--- src/rtl/core/assert_macros.svh ---
// assertion macros for the value noise core
`ifndef ASSERT_MACROS_SVH
`define ASSERT_MACROS_SVH

// property must hold at every clock edge out of reset
`define VN2C_ASSERT(lbl, prop) \
  lbl: assert property (@(posedge clk) disable iff (!rst_n) prop) \
    else $error("assertion failed");

// condition must never be true out of reset
`define VN2C_NEVER(lbl, cond) \
  `VN2C_ASSERT(lbl, !(cond))

`endif

--- src/rtl/core/vn2c_pkg.sv ---
// package: types, constants and weight table for the value noise core
`default_nettype none
package vn2c_pkg;

  localparam int FRAC_BITS = 8;
  localparam int COORD_W   = 16;
  localparam int WT_DEPTH  = 1 << FRAC_BITS;
  localparam int LAT_W     = 18;
  localparam int SM_W      = 22;
  localparam int WT_W      = 17;
  localparam int OUT_W     = 18;
  localparam int NSTAGE    = 10;
  localparam int HASH_LAT  = 5;

  localparam logic [31:0] HASH_MUL_Y = 32'd57;
  localparam logic [31:0] HASH_A     = 32'd15731;
  localparam logic [31:0] HASH_B     = 32'd789221;
  localparam logic [31:0] HASH_C     = 32'd1376312589;
  localparam logic [63:0] PI_Q30     = 64'd3373259426;
  localparam logic [17:0] ONE_Q16    = 18'd65536;

  typedef logic signed [LAT_W-1:0] lat_t;
  typedef lat_t [3:0][3:0] lat_grid_t;
  typedef logic [WT_W-1:0] wt_t;
  typedef wt_t wtab_t [WT_DEPTH];

  function automatic logic [63:0] half_weight(input logic [63:0] u);
    logic [63:0] th;
    logic [63:0] x2;
    logic [63:0] t;
    longint acc;
    th = (u * PI_Q30) >> 12;
    x2 = (th * th) >> 30;
    t = x2 >> 1;
    acc = longint'(t);
    for (int k = 0; k < 5; k++) begin
      t = (t * x2) >> 30;
      case (k)
        0: t = t / 12;
        1: t = t / 30;
        2: t = t / 56;
        3: t = t / 90;
        default: t = t / 132;
      endcase
      if ((k % 2) == 0) acc = acc - longint'(t);
      else acc = acc + longint'(t);
    end
    if (acc < 0) acc = 0;
    return (64'(acc) + 64'd16384) >> 15;
  endfunction

  function automatic wtab_t build_wtab();
    wtab_t tab;
    logic [63:0] u;
    for (int f = 0; f < WT_DEPTH; f++) begin
      u = (64'(f) << (12 - FRAC_BITS)) & 64'd4095;
      if (u <= 64'd2048) tab[f] = WT_W'(half_weight(u));
      else tab[f] = WT_W'(64'd65536 - half_weight(64'd4096 - u));
    end
    return tab;
  endfunction

  localparam wtab_t WTAB = build_wtab();

endpackage
`default_nettype wire

--- src/rtl/core/vn2c_hash.sv ---
// five-stage lattice hash pipeline for one lattice point
`default_nettype none
module vn2c_hash
  import vn2c_pkg::*;
(
  input  wire logic        clk,
  input  wire logic        en,
  input  wire logic [31:0] x,
  input  wire logic [31:0] y,
  input  wire logic [31:0] seed,
  output lat_t             lat
);

  logic [31:0] n0;
  logic [31:0] n_r, na_r, nb_r, nn_r, p_r, h_r;
  lat_t        lat_r;

  assign n0 = x + y * HASH_MUL_Y;

  always_ff @(posedge clk) begin
    if (en) begin
      n_r   <= (n0 << 13) ^ n0 ^ seed;
      nn_r  <= n_r * n_r;
      na_r  <= n_r;
      p_r   <= nn_r * HASH_A + HASH_B;
      nb_r  <= na_r;
      h_r   <= nb_r * p_r + HASH_C;
      lat_r <= lat_t'(ONE_Q16 - {1'b0, h_r[30:14]});
    end
  end

  assign lat = lat_r;

endmodule
`default_nettype wire

--- config.mk ---
export PLATFORM = sky130hd
export DESIGN_NAME = vn2c_hash
export DESIGN_NICKNAME = d
export VERILOG_FILES = /design/src/rtl/core/assert_macros.svh /design/src/rtl/core/vn2c_pkg.sv /design/src/rtl/core/vn2c_hash.sv
export SDC_FILE = /design/constraint.sdc
export NUM_CORES = 2
export LEC_CHECK = 0
export BUFFER_PORTS_ARGS = -buffer_cell sky130_fd_sc_hd__buf_4
export CORE_AREA = 2 2 286 288
export CTS_BUF_LIST = sky130_fd_sc_hd__clkbuf_4 sky130_fd_sc_hd__clkbuf_8 sky130_fd_sc_hd__clkbuf_16
export CTS_CLUSTER_SIZE = 30
export DETAILED_ROUTE_END_ITERATION = 12
export DIE_AREA = 0 0 288 290
export GPL_TIMING_DRIVEN = 0
export PLACE_DENSITY = 0.73
export SLEW_MARGIN = 20
export SYNTH_ARGS = -nofsm -noshare
export SYNTH_HDL_FRONTEND = slang
export SYNTH_SLANG_ARGS = --single-unit
--- constraint.sdc ---
create_clock -name clk -period 9.2 [get_ports clk]
set_input_delay 1.84 -clock clk [delete_from_list [all_inputs] [get_ports clk]]
set_output_delay 1.84 -clock clk [all_outputs]
set_load 0.005 [all_outputs]
==> reports/qor.txt <==
Mapped Cells - 4295
Core ar. - 80200 sq um
Total gr overflow - 0
# hold bufs at CTS - 0
Mapped Avg Cell Area - 10.2 sq um
Critical path class - reg -> reg
Non-Filler Instances - 5505
Hold crit path type - reg -> reg
Top post-synthesis cells by area - fa_1 (43%), ha_1 (13%), edfxtp_1 (13%), inv_1 (10%), and2_1 (6.2%)
Max clock buf depth - 2
Die ar. - 83500 sq um
Unrepaired setup endpoints after global routing - no
Slew Limit Fails - 0
DR WL/cell - 19.7 microns
# port buffers - 112
Crit path time final - 8.84 ns
Final Hold Fails - 0
Post-synthesis register bit count - 187
Antenna violations before repair - 5
Clock buffer count from CTS - 17
Worst R2R End - h_r[30]$_DFFE_PP_
Total GRT Usage - 27.7%
Post-synth EDFFs - 187
Crit. End Element - register
Crit-path max FO - 10
TritonCTS clock tree - yes
Setup_tns - 0 ns
Synth top cells by count - inv_1 (1172), fa_1 (938), ha_1 (463), and2_1 (433), nand2_1 (293)
Die width - 288 microns
Fin util - 58.2%
Post-synthesis sequential area ratio - 12.8%
Layout area overhead - 6.48%
Post-Layout Inst Area - 46700 sq um
Clock tree root driver cell - clkbuf_16
Htree depth - 4
Worst slew pin tran - 1.08 ns
Clk Latency, worst-skew pair - 0.50 ns
Clock tree sinks - 187
Setup slack on the worst flop-to-flop path - 0.36 ns
Yosys warning count - 0
Placer congestion estimate - 0.989
Synth top area share - 42.8%
Iter 0 DRT Violations - 1676
Ys flop type - edfxtp_1
Final setup fails - 0
Crit path from - p_r[2]$_DFFE_PP_
R2R depth - 27
Max Cap Violations - 0
Post-DP HPWL - 92700 microns
Core Rows - 104
Max Fclk - 113 MHz
Run status - finished, final reports clean
Skew final - 0.0222 ns
Share of layout cells above drive strength 1 - 4.01%
Post-synth top area cell - fa_1
Post-CTS Setup Bufs - 0
NumNets Final - 5929
Slew headroom - 28.2%
IO Pins - 116
Critical Path End - h_r[30]$_DFFE_PP_
Placed cell count - 5471
Starting Density - 54.7%
Via count - 29100
Asr flop ratio synth - 0%
DR pass1 iterations - 6
Worst EP required - 9.44 ns
Routed Antenna Nets - 0
Die H - 290 microns
Routed WL - 109000 microns
First-pass GRT wire length - 175000 microns
Vias in the first global route - 32700
Netlist Area Pre-Place - 43800 sq um
Worst R2R Start - p_r[2]$_DFFE_PP_
Pin count of the biggest net entering global routing - 83
Netlist cell types - 69
Resized cells post-CTS - 0
Top-count cell post-synth - inv_1
CTS clk-pin slew, worst paths - 0.09 ns
# DRC - 0
Tcrit/Tclk final - 96.1%
Post-DR vias/cell - 5.28
Placed Area - 46100 sq um
Worst Path Arrival - 9.08 ns
Critical Path Source Type - register
-- sequential cells by signal (all words and copies together) (netlist names) --
| register | count |
|---|---|
| lat | 18 |
| nb_r | 31 |
| n_r | 31 |
| nn_r | 29 |
| na_r | 31 |
| h_r | 17 |
| p_r | 30 |
-- critical path, cell delays in order (launching register included) --
cell	delay (ns)
edfxtp_1	0.45
clkbuf_1	0.62
clkbuf_1	0.72
and2_1	0.25
ha_1	0.25
fa_1	0.48
ha_1	0.29
inv_1	0.05
fa_1	0.53
inv_1	0.04
ha_1	0.26
inv_1	0.05
fa_1	0.53
inv_1	0.05
fa_1	0.47
inv_1	0.05
fa_1	0.48
inv_1	0.04
ha_1	0.20
a2111oi_0	0.68
o221ai_1	0.39
a21oi_1	0.41
o21bai_1	0.28
a21oi_2	0.37
o211ai_1	0.24
nand3_1	0.16
nand3b_1	0.10
xnor2_1	0.14
-- worst min-delay path by stage --
stage                  startpoint                 end  slack (ns)  cells past startpoint
4_1_cts         na_r[5]$_DFFE_PP_   nb_r[5]$_DFFE_PP_        0.42                      0
3_5_place_dp   na_r[13]$_DFFE_PP_  nb_r[13]$_DFFE_PP_        0.40                      0
6_report        na_r[5]$_DFFE_PP_   nb_r[5]$_DFFE_PP_        0.41                      0
2_1_floorplan   n_r[30]$_DFFE_PP_  na_r[30]$_DFFE_PP_        0.40                      0
5_1_grt        na_r[14]$_DFFE_PP_  nb_r[14]$_DFFE_PP_        0.43                      0
3_3_place_gp   na_r[11]$_DFFE_PP_  nb_r[11]$_DFFE_PP_        0.40                      0
-- kinds of logic after synthesis --
family / count (synthesis) / synth area share (%)
mux: 4 / 0.0913
compound gates: 227 / 3.57
xor+xnor: 272 / 5.43
other cells: 2 / 0.0171
fa+ha+maj: 1401 / 56.0
flops: 187 / 12.8
buf+inv: 1282 / 11.0
simple gates: 920 / 11.1
-- area by class of cell --
cell class	instances	area [sq um]
multi-input cells	2828	33400
well taps	1060	1330
repair buffers	114	903
fillers	6853	33500
plain buffers	110	413
clock buffers	17	425
clock inverters	15	175
inverters	1172	4400
diodes	2	5.00
flip-flops and latches	187	5620
-- stage by stage --
step                setup WS [ns]  hold WS (ns)
floorplan                    2.32         0.400
global placement            0.471         0.401
detailed placement          0.523         0.405
CTS                         0.449         0.416
global route               0.0860         0.429
finish                      0.357         0.413
-- cells in the final DEF, fill, tap and decap left out, types with 10 or more instances in the layout --
| cell type | n |
|---|---|
| a31oi_1 | 10 |
| a21oi_1 | 60 |
| inv_1 | 1172 |
| nand3_1 | 20 |
| o21a_1 | 17 |
| clkbuf_1 | 110 |
| o21bai_1 | 11 |
| and2_1 | 433 |
| o21ai_0 | 38 |
| fa_1 | 938 |
| nand2_1 | 293 |
| clkbuf_16 | 17 |
| xnor2_1 | 204 |
| xor2_1 | 68 |
| buf_4 | 111 |
| nand2b_1 | 10 |
| nor2b_1 | 11 |
| a21o_1 | 29 |
| nor3_1 | 30 |
| and3_1 | 15 |
| ha_1 | 463 |
| nor2_1 | 63 |
| edfxtp_1 | 187 |
-- per-layer routing --
metal / share of wire (%) / routed length [microns] / up-vias / global-route usage [%]
met2: 50 / 54300 / 1072 / 48.4
met1: 37 / 40500 / 14600 / 33.0
met3: 7.4 / 8020 / 321 / 5.15
met4: 5.3 / 5790 / 6 / 12.6
met5: 0.040 / 44 / - / 0
li1: - / - / 13100 / -
Power is left out: the tool's default activity adds up to more than one toggle a clock period on the data nets, which glitch-free logic cannot reach.
